### src/rtl/char_pair_swap_table_macros.svh
// Assertion macros for the pair swap table.
// Included by files that carry concurrent assertions; no other dependencies.
`ifndef CHAR_PAIR_SWAP_TABLE_MACROS_SVH
`define CHAR_PAIR_SWAP_TABLE_MACROS_SVH

// The consequent must hold in the same cycle as the antecedent.
`define CPST_ASSERT_NOW(label, clk, rst_n, ante, cons) \
  label: assert property (@(posedge clk) disable iff (!rst_n) (ante) |-> (cons)) \
    else $error("%m: assertion failed");

// The consequent must hold in the cycle after the antecedent.
`define CPST_ASSERT_NEXT(label, clk, rst_n, ante, cons) \
  label: assert property (@(posedge clk) disable iff (!rst_n) (ante) |=> (cons)) \
    else $error("%m: assertion failed");

`endif

### src/rtl/cpst_pkg.sv
// Shared constants, types and helpers of the pair swap table.
// No dependencies; the RTL files refer to it by scoped names, the testbench files import it.
package cpst_pkg;

  localparam int NUM_PAIRS = 32;
  localparam int CNT_W     = $clog2(NUM_PAIRS + 1);
  localparam int IDX_W     = $clog2(NUM_PAIRS);
  localparam int ENTRIES_W = 6;

  localparam logic [7:0] NO_PARTNER = 8'd32;

  typedef enum logic [1:0] {
    CMD_ADD    = 2'd0,
    CMD_REMOVE = 2'd1,
    CMD_FIND   = 2'd2,
    CMD_NOP    = 2'd3
  } cmd_e;

  typedef enum logic [1:0] {
    ST_IDLE = 2'd0,
    ST_SCAN = 2'd1,
    ST_DONE = 2'd2
  } state_e;

  typedef struct packed {
    logic [7:0] hi;
    logic [7:0] lo;
  } pair_t;

  typedef struct packed {
    logic             shift;
    logic             wr_en;
    logic [IDX_W-1:0] wr_idx;
    pair_t            wr_data;
  } cell_ctrl_t;

  typedef struct packed {
    logic             scanning;
    logic [CNT_W-1:0] count;
  } status_t;

  // The reported count is the stored count kept to its low six bits.
  function automatic logic [ENTRIES_W-1:0] to_entries(input logic [CNT_W-1:0] cnt);
    logic [CNT_W+ENTRIES_W-1:0] ext;
    ext = {{ENTRIES_W{1'b0}}, cnt};
    return ext[ENTRIES_W-1:0];
  endfunction

endpackage

### src/rtl/cpst_if.sv
// Valid/ready channel interfaces for commands and results.
// Depends on cpst_pkg for the count width.
interface cpst_in_if;
  logic       valid;
  logic       ready;
  logic [1:0] cmd;
  logic [7:0] key_a;
  logic [7:0] key_b;

  modport source (output valid, output cmd, output key_a, output key_b, input ready);
  modport sink   (input valid, input cmd, input key_a, input key_b, output ready);
endinterface

interface cpst_out_if;
  logic                          valid;
  logic                          ready;
  logic [7:0]                    partner;
  logic                          found;
  logic                          full_error;
  logic [cpst_pkg::ENTRIES_W-1:0] entries_in_use;

  modport source (output valid, output partner, output found, output full_error,
                  output entries_in_use, input ready);
  modport sink   (input valid, input partner, input found, input full_error,
                  input entries_in_use, output ready);
endinterface

### src/rtl/char_pair_swap_table.sv
// Channel    | Dir | Payload                                      | Accepted when
// in_i       | in  | cmd, key_a, key_b                            | valid && ready
// out_o      | out | partner, found, full_error, entries_in_use   | valid && ready
//
// Add and no-op go straight from idle to done. Remove and find rotate the stored
// pairs once through the cell chain, one pair per cycle, if the table is not empty.
// Reset empties the table at once; the cells themselves are not cleared.
// A result waits in the output register while the next command is accepted;
// only a command that finishes while that register is still full stalls.
//
// Top level: the cell chain and the sequencer. Depends on cpst_pkg, the
// channel interfaces, cpst_cell, cpst_ctrl and the assertion macros.
`include "char_pair_swap_table_macros.svh"

module char_pair_swap_table (
  input  logic       clk_i,
  input  logic       rst_ni,
  cpst_in_if.sink    in_i,
  cpst_out_if.source out_o
);

  cpst_pkg::cell_ctrl_t cell_ctrl;
  cpst_pkg::status_t    status;
  cpst_pkg::pair_t      cell_data [cpst_pkg::NUM_PAIRS];

  logic [cpst_pkg::CNT_W-1:0] max_count;
  logic [cpst_pkg::CNT_W-1:0] wr_idx_ext;

  assign max_count  = cpst_pkg::CNT_W'(cpst_pkg::NUM_PAIRS);
  assign wr_idx_ext = cpst_pkg::CNT_W'(cell_ctrl.wr_idx);

  cpst_ctrl u_ctrl (
    .clk_i       (clk_i),
    .rst_ni      (rst_ni),
    .in_i        (in_i),
    .out_o       (out_o),
    .head_i      (cell_data[0]),
    .cell_ctrl_o (cell_ctrl),
    .status_o    (status)
  );

  // Cell 0 is the head; each cell takes its upstream neighbor on a shift.
  for (genvar i = 0; i < cpst_pkg::NUM_PAIRS; i++) begin : g_cell
    cpst_pkg::pair_t next_pair;
    if (i == cpst_pkg::NUM_PAIRS - 1) begin : g_last
      assign next_pair = cell_data[i];
    end else begin : g_mid
      assign next_pair = cell_data[i+1];
    end

    cpst_cell u_cell (
      .clk_i  (clk_i),
      .idx_i  (cpst_pkg::IDX_W'(i)),
      .ctrl_i (cell_ctrl),
      .next_i (next_pair),
      .data_o (cell_data[i])
    );
  end

  `CPST_ASSERT_NOW(a_count_bound, clk_i, rst_ni, 1'b1, status.count <= max_count)
  `CPST_ASSERT_NOW(a_write_in_range, clk_i, rst_ni, cell_ctrl.wr_en, wr_idx_ext <= status.count)
  `CPST_ASSERT_NOW(a_shift_only_scan, clk_i, rst_ni, cell_ctrl.shift, status.scanning && !in_i.ready)
  `CPST_ASSERT_NEXT(a_busy_after_accept, clk_i, rst_ni, in_i.valid && in_i.ready, !in_i.ready)

endmodule

### src/rtl/cpst_cell.sv
// One storage cell of the pair chain: holds a pair, loads a broadcast write
// or takes its upstream neighbor's pair on a shift. Depends on cpst_pkg.
module cpst_cell (
  input  logic                       clk_i,
  input  logic [cpst_pkg::IDX_W-1:0] idx_i,
  input  cpst_pkg::cell_ctrl_t       ctrl_i,
  input  cpst_pkg::pair_t            next_i,
  output cpst_pkg::pair_t            data_o
);

  cpst_pkg::pair_t data_q, data_d;

  // A write aimed at this cell wins over the shift.
  always_comb begin
    data_d = data_q;
    if (ctrl_i.wr_en && (ctrl_i.wr_idx == idx_i)) begin
      data_d = ctrl_i.wr_data;
    end else if (ctrl_i.shift) begin
      data_d = next_i;
    end
  end

  always_ff @(posedge clk_i) begin
    data_q <= data_d;
  end

  assign data_o = data_q;

endmodule

### src/rtl/cpst_ctrl.sv
// Command sequencer: accepts commands, drives the cell chain through a
// rotation for remove and find, and holds the result register.
// Depends on cpst_pkg and the channel interfaces.
module cpst_ctrl (
  input  logic                 clk_i,
  input  logic                 rst_ni,
  cpst_in_if.sink              in_i,
  cpst_out_if.source           out_o,
  input  cpst_pkg::pair_t      head_i,
  output cpst_pkg::cell_ctrl_t cell_ctrl_o,
  output cpst_pkg::status_t    status_o
);

  cpst_pkg::state_e state_q, state_d;

  logic [cpst_pkg::CNT_W-1:0] count_q, count_d;
  logic [cpst_pkg::CNT_W-1:0] step_q, step_d;
  cpst_pkg::cmd_e             cmd_q, cmd_d;
  logic [7:0]                 key_q, key_d;
  logic [7:0]                 partner_q, partner_d;
  logic                       found_q, found_d;
  logic                       full_q, full_d;

  logic                            out_valid_q, out_valid_d;
  logic [7:0]                      out_partner_q, out_partner_d;
  logic                            out_found_q, out_found_d;
  logic                            out_full_q, out_full_d;
  logic [cpst_pkg::ENTRIES_W-1:0]  out_entries_q, out_entries_d;

  cpst_pkg::cmd_e             in_cmd;
  logic                       accept;
  logic                       out_free;
  logic                       head_match;
  logic                       drop;
  logic [cpst_pkg::CNT_W-1:0] count_m1;

  assign in_cmd     = cpst_pkg::cmd_e'(in_i.cmd);
  assign in_i.ready = (state_q == cpst_pkg::ST_IDLE);
  assign accept     = in_i.valid && in_i.ready;
  assign out_free   = !out_valid_q || out_o.ready;
  assign head_match = (head_i.hi == key_q) || (head_i.lo == key_q);
  assign drop       = (cmd_q == cpst_pkg::CMD_REMOVE) && head_match;
  assign count_m1   = count_q - 1'b1;

  // Next state.
  always_comb begin
    state_d = state_q;
    unique case (state_q)
      cpst_pkg::ST_IDLE: begin
        if (accept) begin
          if (((in_cmd == cpst_pkg::CMD_REMOVE) || (in_cmd == cpst_pkg::CMD_FIND)) &&
              (count_q != '0)) begin
            state_d = cpst_pkg::ST_SCAN;
          end else begin
            state_d = cpst_pkg::ST_DONE;
          end
        end
      end
      cpst_pkg::ST_SCAN: begin
        if (step_q == cpst_pkg::CNT_W'(1)) begin
          state_d = cpst_pkg::ST_DONE;
        end
      end
      cpst_pkg::ST_DONE: begin
        if (out_free) begin
          state_d = cpst_pkg::ST_IDLE;
        end
      end
      default: state_d = cpst_pkg::ST_IDLE;
    endcase
  end

  // Outputs and datapath. During a scan the head pair leaves the chain each
  // cycle and is written back at the tail unless a remove drops it, so one
  // full rotation keeps the surviving pairs in their original order.
  always_comb begin
    count_d       = count_q;
    step_d        = step_q;
    cmd_d         = cmd_q;
    key_d         = key_q;
    partner_d     = partner_q;
    found_d       = found_q;
    full_d        = full_q;
    out_valid_d   = out_valid_q && !out_o.ready;
    out_partner_d = out_partner_q;
    out_found_d   = out_found_q;
    out_full_d    = out_full_q;
    out_entries_d = out_entries_q;
    cell_ctrl_o   = '0;

    unique case (state_q)
      cpst_pkg::ST_IDLE: begin
        if (accept) begin
          cmd_d     = in_cmd;
          key_d     = in_i.key_a;
          step_d    = count_q;
          partner_d = cpst_pkg::NO_PARTNER;
          found_d   = 1'b0;
          full_d    = 1'b0;
          if (in_cmd == cpst_pkg::CMD_ADD) begin
            if (count_q < cpst_pkg::CNT_W'(cpst_pkg::NUM_PAIRS)) begin
              cell_ctrl_o.wr_en   = 1'b1;
              cell_ctrl_o.wr_idx  = count_q[cpst_pkg::IDX_W-1:0];
              cell_ctrl_o.wr_data = '{hi: in_i.key_a, lo: in_i.key_b};
              count_d             = count_q + 1'b1;
            end else begin
              full_d = 1'b1;
            end
          end
        end
      end
      cpst_pkg::ST_SCAN: begin
        cell_ctrl_o.shift   = 1'b1;
        cell_ctrl_o.wr_en   = !drop;
        cell_ctrl_o.wr_idx  = count_m1[cpst_pkg::IDX_W-1:0];
        cell_ctrl_o.wr_data = head_i;
        step_d              = step_q - 1'b1;
        if (drop) begin
          count_d = count_m1;
        end
        if ((cmd_q == cpst_pkg::CMD_FIND) && !found_q && head_match) begin
          found_d   = 1'b1;
          partner_d = (head_i.hi == key_q) ? head_i.lo : head_i.hi;
        end
      end
      cpst_pkg::ST_DONE: begin
        if (out_free) begin
          out_valid_d   = 1'b1;
          out_partner_d = partner_q;
          out_found_d   = found_q;
          out_full_d    = full_q;
          out_entries_d = cpst_pkg::to_entries(count_q);
        end
      end
      default: ;
    endcase
  end

  always_ff @(posedge clk_i or negedge rst_ni) begin
    if (!rst_ni) begin
      state_q     <= cpst_pkg::ST_IDLE;
      count_q     <= '0;
      out_valid_q <= 1'b0;
    end else begin
      state_q     <= state_d;
      count_q     <= count_d;
      out_valid_q <= out_valid_d;
    end
  end

  always_ff @(posedge clk_i) begin
    step_q        <= step_d;
    cmd_q         <= cmd_d;
    key_q         <= key_d;
    partner_q     <= partner_d;
    found_q       <= found_d;
    full_q        <= full_d;
    out_partner_q <= out_partner_d;
    out_found_q   <= out_found_d;
    out_full_q    <= out_full_d;
    out_entries_q <= out_entries_d;
  end

  assign out_o.valid          = out_valid_q;
  assign out_o.partner        = out_partner_q;
  assign out_o.found          = out_found_q;
  assign out_o.full_error     = out_full_q;
  assign out_o.entries_in_use = out_entries_q;

  assign status_o.scanning = (state_q == cpst_pkg::ST_SCAN);
  assign status_o.count    = count_q;

endmodule

### src/flat_wrapper.sv
// flat-port wrapper written by rule: the top's interface ports become plain ports
module char_pair_swap_table_flat 
  (clk_i, rst_ni, in_i_valid, in_i_cmd, in_i_key_a, in_i_key_b, in_i_ready, out_o_valid, out_o_partner, out_o_found, out_o_full_error, out_o_entries_in_use, out_o_ready);
  cpst_in_if in_i_i ();
  cpst_out_if out_o_i ();
  input  logic clk_i;
  input  logic rst_ni;
  input wire logic [$bits(in_i_i.valid)-1:0] in_i_valid;
  input wire logic [$bits(in_i_i.cmd)-1:0] in_i_cmd;
  input wire logic [$bits(in_i_i.key_a)-1:0] in_i_key_a;
  input wire logic [$bits(in_i_i.key_b)-1:0] in_i_key_b;
  output wire logic [$bits(in_i_i.ready)-1:0] in_i_ready;
  output wire logic [$bits(out_o_i.valid)-1:0] out_o_valid;
  output wire logic [$bits(out_o_i.partner)-1:0] out_o_partner;
  output wire logic [$bits(out_o_i.found)-1:0] out_o_found;
  output wire logic [$bits(out_o_i.full_error)-1:0] out_o_full_error;
  output wire logic [$bits(out_o_i.entries_in_use)-1:0] out_o_entries_in_use;
  input wire logic [$bits(out_o_i.ready)-1:0] out_o_ready;
  assign in_i_i.valid = in_i_valid;
  assign in_i_i.cmd = in_i_cmd;
  assign in_i_i.key_a = in_i_key_a;
  assign in_i_i.key_b = in_i_key_b;
  assign in_i_ready = in_i_i.ready;
  assign out_o_valid = out_o_i.valid;
  assign out_o_partner = out_o_i.partner;
  assign out_o_found = out_o_i.found;
  assign out_o_full_error = out_o_i.full_error;
  assign out_o_entries_in_use = out_o_i.entries_in_use;
  assign out_o_i.ready = out_o_ready;
  char_pair_swap_table u_core (.clk_i(clk_i), .rst_ni(rst_ni), .in_i(in_i_i), .out_o(out_o_i));
endmodule
### config.mk
export PLATFORM = sky130hd
export DESIGN_NAME = char_pair_swap_table_flat
export DESIGN_NICKNAME = d
export VERILOG_FILES = /design/src/rtl/cpst_pkg.sv /design/src/rtl/cpst_if.sv /design/src/rtl/char_pair_swap_table.sv /design/src/rtl/cpst_cell.sv /design/src/rtl/cpst_ctrl.sv /design/src/flat_wrapper.sv
export VERILOG_INCLUDE_DIRS = /design/src /design/src/rtl
export SDC_FILE = /design/constraint.sdc
export NUM_CORES = 1
export LEC_CHECK = 0
export ABC_CLOCK_PERIOD_IN_PS = 17000
export BUFFER_PORTS_ARGS = -buffer_cell sky130_fd_sc_hd__buf_2
export CORE_MARGIN = 2
export CORE_UTILIZATION = 25
export DETAILED_ROUTE_END_ITERATION = 10
export RECOVER_POWER = 50
export SLEW_MARGIN = 20
export SYNTH_ARGS = -nofsm -noshare
export SYNTH_HDL_FRONTEND = slang
export SYNTH_HIERARCHICAL = 1
export SYNTH_SLANG_ARGS = --single-unit
### constraint.sdc
create_clock -name clk_i -period 17 [get_ports clk_i]
set_input_delay 0.85 -clock clk_i [delete_from_list [all_inputs] [get_ports clk_i]]
set_output_delay 0.85 -clock clk_i [all_outputs]
set_load 0.01 [all_outputs]
Word-level counts from Yosys, hierarchy flattened --
Cells that the tools add are included. Widths: inputs -> output; s select.
Operators by class: reduce and logical (&&, ||, !) cells 87, multiplexer cells 89, $lt $le $gt $ge 1, add/sub/neg operators 3, eq/ne operators 47
Operators by type and width (number):
- $mux 16 | 62
- $eq 5x5->1 const B | 16
- $mux 22 | 3
- $reduce_bool 2->1 | 32
- $pmux 22 s2 | 1
- $eq 5x4->1 const B | 8
- $logic_and 1x1->1 | 38
- $mux 6 | 5
- $mux 8 | 3
- $pmux 6 s2 | 2
- $eq 5x3->1 const B | 4
- $eq 8x8->1 | 2
- $pmux 8 s2 | 1
- $sub 6x1->6 const B | 2
- $eq 5x2->1 const B | 2
- $mux 2 | 4
- $ne 2x2->1 const B | 4
- $add 6x1->6 const B | 1
- $eq 2x1->1 const B | 3
- $eq 2x2->1 const B | 3
- $eq 6x1->1 const B | 1
- $lt 6x6->1 const B | 1
- $mux 1 | 6
- $ne 2x1->1 const B | 3
- other kinds (11) | 20
Word-level totals: bits in registers 563, output and inout port bits 18

Longest topological paths before layout --
Gate-level depths: netlist of run 1.
word-level depth 8, gate-level depth with buffers 11, gate-level depth less buffers 9

Cells and area by module --
Netlist of run 1, hierarchy kept.
By module, submodules not included:
- cpst_cell | area each 744.5 um^2, cells an instance 41, instances 32
- cpst_ctrl | area each 2740.1 um^2, cells an instance 249, instances 1
- char_pair_swap_table | area each 7.5 um^2, cells an instance 2, instances 1

Least setup slack after synthesis of run 1 --
OpenSTA, ideal clock, no wires.
kind input-to-reg, start in in_i_valid, end reg u_core.g_cell[11].u_cell.data_q (netlist bit u_core/g_cell[11].u_cell/data_o[0]) (enable), stages on the path 10, buffers on the path 2, data arrival time 6.391 ns, setup slack 10.276 ns, required time 16.666 ns, setup time 0.334 ns, cell sequence or3b_1 -> clkbuf_1 -> inv_1 -> nand3b_1 -> o21ai_0 -> xnor2_1 -> nand4_1 -> nor3_4 -> buf_6 -> or2_2
RTL lines:
- start: declaration | RTL line flat_wrapper.sv:8 | input wire logic [$bits(in_i_i.valid)-1:0] in_i_valid;
- end signal: assignment | RTL line cpst_cell.sv:24 | data_q <= data_d;
- end: declaration | RTL line cpst_cell.sv:11 | cpst_pkg::pair_t data_q, data_d;

==> metrics.md, run 1 <==
| Metric | Value |
|---|---|
| Power share of the clock group | `around 23%` |
| Slew @ Worst Pin | `between 2 and 3 ns` |
| Mapped Avg Cell Area | `between 15 and 20 sq um` |
| Nets | `around 1800` |
| Max Clock Freq | `0.141 GHz` |
| Met3 usage | `1.84%` |
| Port bufs | `39` |
| R2R cell count | `10` |
| IO Count | `40` |
| Worst endpoint data arrival time | `7.32 ns` |
| Clock transition at the registers of the reported paths | `0.06 ns` |
| Dpl ws | `around 12 ns` |
| Drt via density | `~4.2` |
| Total wire length | `52600 um` |
| Clk root buf | `clkbuf_16` |
| Cell Area, Synth | `26600 sq um` |
| Share of layout cells above drive strength 1 | `36.1%` |
| DR DRC count | `0` |
| Met2 Usage GRT | `~17%` |
| CTS tree | `built` |
| RSZ-0062 raised after global routing | `false` |
| Chip Height | `330 um` |
| Worst VDD drop | `0.109 mV` |
| Grt total ovfl | `0` |
| Outcome | `finished, violations left` |
| Leak | `0.00989 uW` |
| WL per Instance | `16.3 um` |
| Worst endpoint required time | `about 17 ns` |
| Initial antenna violation count | `2` |
| Most frequent cells in the layout | `edfxtp_1, mux2_2, conb_1` |
| DRT Pass-1 Iters | `6` |
| Max Fanout on Critical Path | `37` |
| R2R Path End | `u_core/g_cell[0].u_cell/data_o[9]` |
| Die area | `between 100000 and 150000 sq um` |
| Tcrit/Tclk final | `a little over two fifths` |
| TritonCTS buffer count | `55` |
| Largest net degree at the start of global routing | `between 50 and 60` |
| Max_cap viols | `24` |
| Number of diodes | `0` |
| Cells after synthesis | `1562` |
| CP max-delay cell | `nor3_1` |
| Initial Utilization | `25.2%` |
| Syn. warnings | `6` |
| Tot GR Track Use | `9.61%` |
| Filler cells | `10318` |
| Max Root-Sink Buffers | `3` |
| Later-pin clock latency in the skew report | `0.60 ns` |
| Hold Crit Class | `in -> async` |
| Critical path cell sequence | `nand2b_1 > clkbuf_1 > clkinv_1 > nand2_1 > o21ai_4 > clkbuf_1 > xnor2_1 > nand4_1 > nor3_1 > or2_0` |
| Final HPWL DP | `31900 um` |
| Sw frac | `31.2%` |
| Final Hold Fails | `0` |
| Final setup vio count | `0` |
| Post-cts resize count | `0` |
| Die X | `330 um` |
| Remaining antenna violation count after routing | `0` |
| Largest stage delay on the critical path | `~1.6 ns` |
| Layout area overhead | `14.6%` |
| GRT busiest layer | `met2` |
| Flop pwr share | `between 40% and 50%` |
| CP endpoint kind | `register` |
| Slew headroom | `-84.1%` |
| Rows | `around 120` |
| Min Clock Period, post-route | `7.10 ns` |
| PwrDens | `~170 nW/um^2` |
| Iter 0 DRT Violations | `940` |
| M1 GR Usage | `11.5%` |
| Core box area | `roughly 110000 sq um` |
| TritonCTS Sinks | `between 500 and 600` |
| Final Max Tran Viols | `738` |
| Combinational share of power | `29.1%` |
| Worst setup endpoint | `u_core/g_cell[0].u_cell/data_o[9]` |
| First-pass GRT wire length | `83300 um` |
| Number of global-route vias before repair | `14680` |
| Setup slack after layout | `9.90 ns` |
| Total number of vias | `13610` |
| Most frequent CP cell | `clkbuf_1` |
| RePlAce Congestion | `about 0.73` |
| H-Tree Level Count | `2` |
| Flop-to-flop setup slack | `9.90 ns` |
| Setup tns final | `0 ns` |
| Startpoint Class | `register` |
| Post CTS Setup Buffer Count | `0` |
| Cts hold-fix bufs | `0` |
| Worst clock skew | `0.0144 ns` |
| Failing checks | `capacitance limit, slew limit` |
| Crit. Startpoint | `u_core/u_ctrl/state_q[1]` |
| Critical R2R Launch | `u_core/u_ctrl/state_q[1]` |
| Commonest non-fill, non-tap cell in the layout | `edfxtp_1` |
| Sw power | `1600 uW` |
| WS Path Type | `reg -> reg` |
| Int Power | `3530 uW` |
## worst min-delay path by stage
stage / startpoint / to
floorplan: u_core/u_ctrl/full_q / u_core/u_ctrl/out_o.full_error
global placement: u_core/u_ctrl/partner_q[2] / u_core/u_ctrl/out_o.partner[2]
detailed placement: u_core/u_ctrl/partner_q[2] / u_core/u_ctrl/out_o.partner[2]
CTS: rst_ni / u_core/u_ctrl/count_q[3]
global route: rst_ni / u_core/u_ctrl/state_q[1]
finish: rst_ni / u_core/u_ctrl/count_q[3]
## final cells by class
type | instances | area [sq um] | share of cell area (%)
repair buffers | 65 | 280 | 0.920
clock buffers | 72 | 1460 | 4.80
inverters | 11 | 41.3 | 0.136
flip-flops and latches | 563 | 16900 | 55.4
multi-input cells | 1098 | 9830 | 32.3
well taps | 1391 | 1740 | 5.72
clock inverters | 30 | 233 | 0.764
## state kept, by name, indices dropped and copies added, names as in the netlist
name / cells
u_core/g_cell.u_cell/data_o: 512
u_core/u_ctrl/cmd_q: 2
u_core/u_ctrl/count_q: 6
u_core/u_ctrl/found_q: 1
u_core/u_ctrl/full_q: 1
u_core/u_ctrl/key_q: 8
u_core/u_ctrl/out_o.entries_in_use: 6
u_core/u_ctrl/out_o.found: 1
u_core/u_ctrl/out_o.full_error: 1
u_core/u_ctrl/out_o.partner: 8
u_core/u_ctrl/out_o.valid: 1
u_core/u_ctrl/partner_q: 8
u_core/u_ctrl/state_q: 2
u_core/u_ctrl/step_q: 6
## worst max-delay path, delay by kind of cell (launching register included)
| family | cells | cell delay, ns |
|---|---|---|
| AOI/OAI and AO/OA | 1 | 0.06 |
| xor gates and xnor gates | 1 | 0.46 |
| buffers and inverters | 3 | 2.58 |
| DFF | 1 | 0.43 |
| and+or+nand+nor | 5 | 3.14 |
## per-layer routing
metal | share of wire (%) | vias up
met2 | 52 | 220
met1 | 42 | 6962
met4 | 1.8 | 0
met3 | 4.2 | 71
met5 | 0 | -
li1 | - | 6357
## power groups by stage
stage          sequential, uW  clock, uW  combinational [uW]
2_1_floorplan            2420          0                1130
3_3_place_gp             2500          0                1480
3_5_place_dp             2510          0                1520
4_1_cts                  2490       1200                1530
5_1_grt                  2530       1250                1630
6_report                 2480       1160                1490
## through the flow
step | std cells | util (%) | area (sq um) | hold WS [ns] | power, uW
after floorplan | 1720 | - | 27200 | 0.400 | 3550
after global placement | 3128 | 27.5 | 28900 | 0.404 | 3980
after detailed placement | 3128 | 27.5 | 28900 | 0.406 | 4030
after CTS | 3230 | 29.1 | 30600 | 0.0589 | 5220
after global routing | 3230 | 28.9 | 30400 | 0.196 | 5410
final | 3230 | 28.9 | 30400 | 0.194 | 5130
Power figures use the tool's default switching activity.
==> run 2: changes to the inputs <==
Settings changed: ABC_CLOCK_PERIOD_IN_PS 17000 to 6000.
Clock period 17 ns to 6 ns, I/O delays scaled along.
==> metrics.md, run 2 (same netlist as run 1, synthesis figures left out) <==
| Metric | Value |
|---|---|
| Tcrit/Tclk final | `86.3% (+45 points)` |
| Filler cells | `10278 (-0.39%)` |
| Slew @ Worst Pin | `2.92 ns (+0.155 ns)` |
| Clock transition at the registers of the reported paths | `0.06 ns (about the same)` |
| Max Clock Freq | `0.193 GHz (+37%)` |
| IO Count | `40 (unchanged)` |
| Area of the multi-input gates | `9840 sq um (about the same)` |
| RePlAce Congestion | `0.764 (+4.8%)` |
| Final setup vio count | `0 (unchanged)` |
| Util after Layout | `29.2% (+0.32 points)` |
| FF+latch area | `16900 sq um (unchanged)` |
| Failing checks | `capacitance limit, slew limit` |
| Tot GR Track Use | `9.77% (+0.17 points)` |
| First-pass GRT wire length | `83700 um (+0.51%)` |
| Worst endpoint required time | `6.26 ns (-10.95 ns)` |
| Initial Utilization | `25.2% (unchanged)` |
| Chip Height | `330 um (unchanged)` |
| Slew headroom | `-94.4% (-10 points)` |
| Nets | `1838 (+0.88%)` |
| Worst hold slack | `0.142 ns (-0.0526 ns)` |
| TritonCTS buffer count | `56 (+1.8%)` |
| Later-pin clock latency in the skew report | `0.62 ns (+0.02 ns)` |
| Final Hold Fails | `0 (unchanged)` |
| Number of diodes | `0 (unchanged)` |
| Hold Crit Class | `in -> reg` |
| Final HPWL DP | `32300 um (+1.1%)` |
| Most frequent cells in the layout | `edfxtp_1, mux2_2, conb_1` |
| Iter 0 DRT Violations | `991 (+5.4%)` |
| Port bufs | `39 (unchanged)` |
| Worst endpoint data arrival time | `5.44 ns (-1.88 ns)` |
| WL per Instance | `16.5 um (+1.1%)` |
| WS Path Type | `reg -> reg` |
| Core box area | `105000 sq um (unchanged)` |
| Post-DP Area | `28900 sq um (about the same)` |
| DR DRC count | `0 (unchanged)` |
| Leak | `0.0101 uW (+2.0%)` |
| Commonest non-fill, non-tap cell in the layout | `edfxtp_1` |
| Worst VDD drop | `0.201 mV (+84%)` |
| Layout area overhead | `15.9%` |
| Largest net degree at the start of global routing | `56 (unchanged)` |
| CP endpoint kind | `register` |
| Setup tns final | `0 ns (unchanged)` |
| Die area | `109000 sq um (unchanged)` |
| Non-Filler Instances | `3248 (+0.56%)` |
| Clk root buf | `clkbuf_16` |
| Initial antenna violation count | `0 (-2)` |
| Cts hold-fix bufs | `12 (+12)` |
| RSZ-0062 raised after global routing | `false` |
| Max reg flops | `512 (unchanged)` |
| Hold depth | `4` |
| Number of global-route vias before repair | `14442 (-1.6%)` |
| Worst clock skew | `0.0276 ns (+0.0132 ns)` |
| Min Clock Period, post-route | `5.18 ns (-1.93 ns)` |
| Post CTS Setup Buffer Count | `0 (unchanged)` |
| DRT Pass-1 Iters | `5 (-1)` |
| Outcome | `finished, violations left` |
| Final Max Tran Viols | `105 (-86%)` |
| Share of layout cells above drive strength 1 | `37.7% (+1.7 points)` |
| H-Tree Level Count | `2 (unchanged)` |
| Max_cap viols | `3 (-88%)` |
| Cell total after placement | `3131 (+0.096%)` |
| Startpoint Class | `register` |
| Max Root-Sink Buffers | `3 (unchanged)` |
| Drt via density | `4.23 (+0.28%)` |
| Die X | `330 um (unchanged)` |
| PwrDens | `481 nW/um^2 (+190%)` |
| Max Fanout on Critical Path | `37 (unchanged)` |
| Remaining antenna violation count after routing | `0 (unchanged)` |
| Grt total ovfl | `0 (unchanged)` |
| Post-route cell area | `30800 sq um (+1.1%)` |
| Total wire length | `53500 um (+1.7%)` |
| Post-cts resize count | `0 (unchanged)` |
| Total number of vias | `13724 (+0.84%)` |
| R2R cell count | `9 (-1)` |
| Rows | `119 (unchanged)` |
| CTS tree | `built` |
| TritonCTS Sinks | `563 (unchanged)` |
[run 2: cell types whose count changed in the layout (fill, tap and decap cells not counted), moves of 4 or more]
cell,before,now
clkbuf_1,64,43
clkinvlp_4,2,6
nor3_1,7,3
buf_4,6,26
clkinv_1,14,10
nor3_2,0,6
dlygate4sd3_1,0,12
clkinv_2,9,14
[run 2: stage by stage]
| step | setup WS (ns) | total power [uW] |
|---|---|---|
| 6_report | 0.822 | 14800 |
| 5_1_grt | 0.435 | 15600 |
| 4_1_cts | 1.14 | 15000 |
| 3_5_place_dp | 1.16 | 11500 |
| 3_3_place_gp | 1.27 | 11300 |
| 2_1_floorplan | 0.00854 | 10000 |
[run 2: worst paths after layout]
kind                                             from                                  end  slack [ns]
min in group asynchronous                      rst_ni             u_core/u_ctrl/count_q[5]        0.20
max reg2reg                  u_core/u_ctrl/state_q[1]  u_core/g_cell[20].u_cell/data_o[14]        0.82
min                                        in_i_valid             u_core/u_ctrl/state_q[0]        0.14
min reg2reg                u_core/u_ctrl/partner_q[2]       u_core/u_ctrl/out_o.partner[2]        0.42
max in group asynchronous                      rst_ni             u_core/u_ctrl/count_q[2]        5.42
max                          u_core/u_ctrl/state_q[1]  u_core/g_cell[20].u_cell/data_o[14]        0.82
[run 2: critical path: stages, from the launching register on]
cell and delay [ns]:
dfrtp_1 0.42, nand2b_1 0.16, clkbuf_1 0.69, or3_1 0.72
o21ai_4 0.64, buf_4 0.42, xnor2_1 0.16, nand4_1 0.14
nor3_2 0.92, or2_2 0.51
[run 2: cell type report]
cell class / instances / area share [%]
clock buffers: 67 / 4.69
clock inverters: 38 / 1.22
inverters: 11 / 0.134
multi-input cells: 1098 / 32.0
flip-flops and latches: 563 / 54.8
well taps: 1391 / 5.65
repair buffers: 80 / 1.58
[run 2: per-layer routing]
metal | part of all wire (%) | global-route usage [%] | wire, um
met1 | 43 | 12.5 | 22900
met2 | 50 | 16.8 | 26800
met3 | 4.6 | 1.71 | 2460
met4 | 2.4 | 2.99 | 1280
met5 | 0 | 0 | 0
[run 2: report_power, final]
group / internal (uW) / switching (uW)
Combinational: 1670 / 2630
Sequential: 6540 / 507
Clock: 1980 / 1490
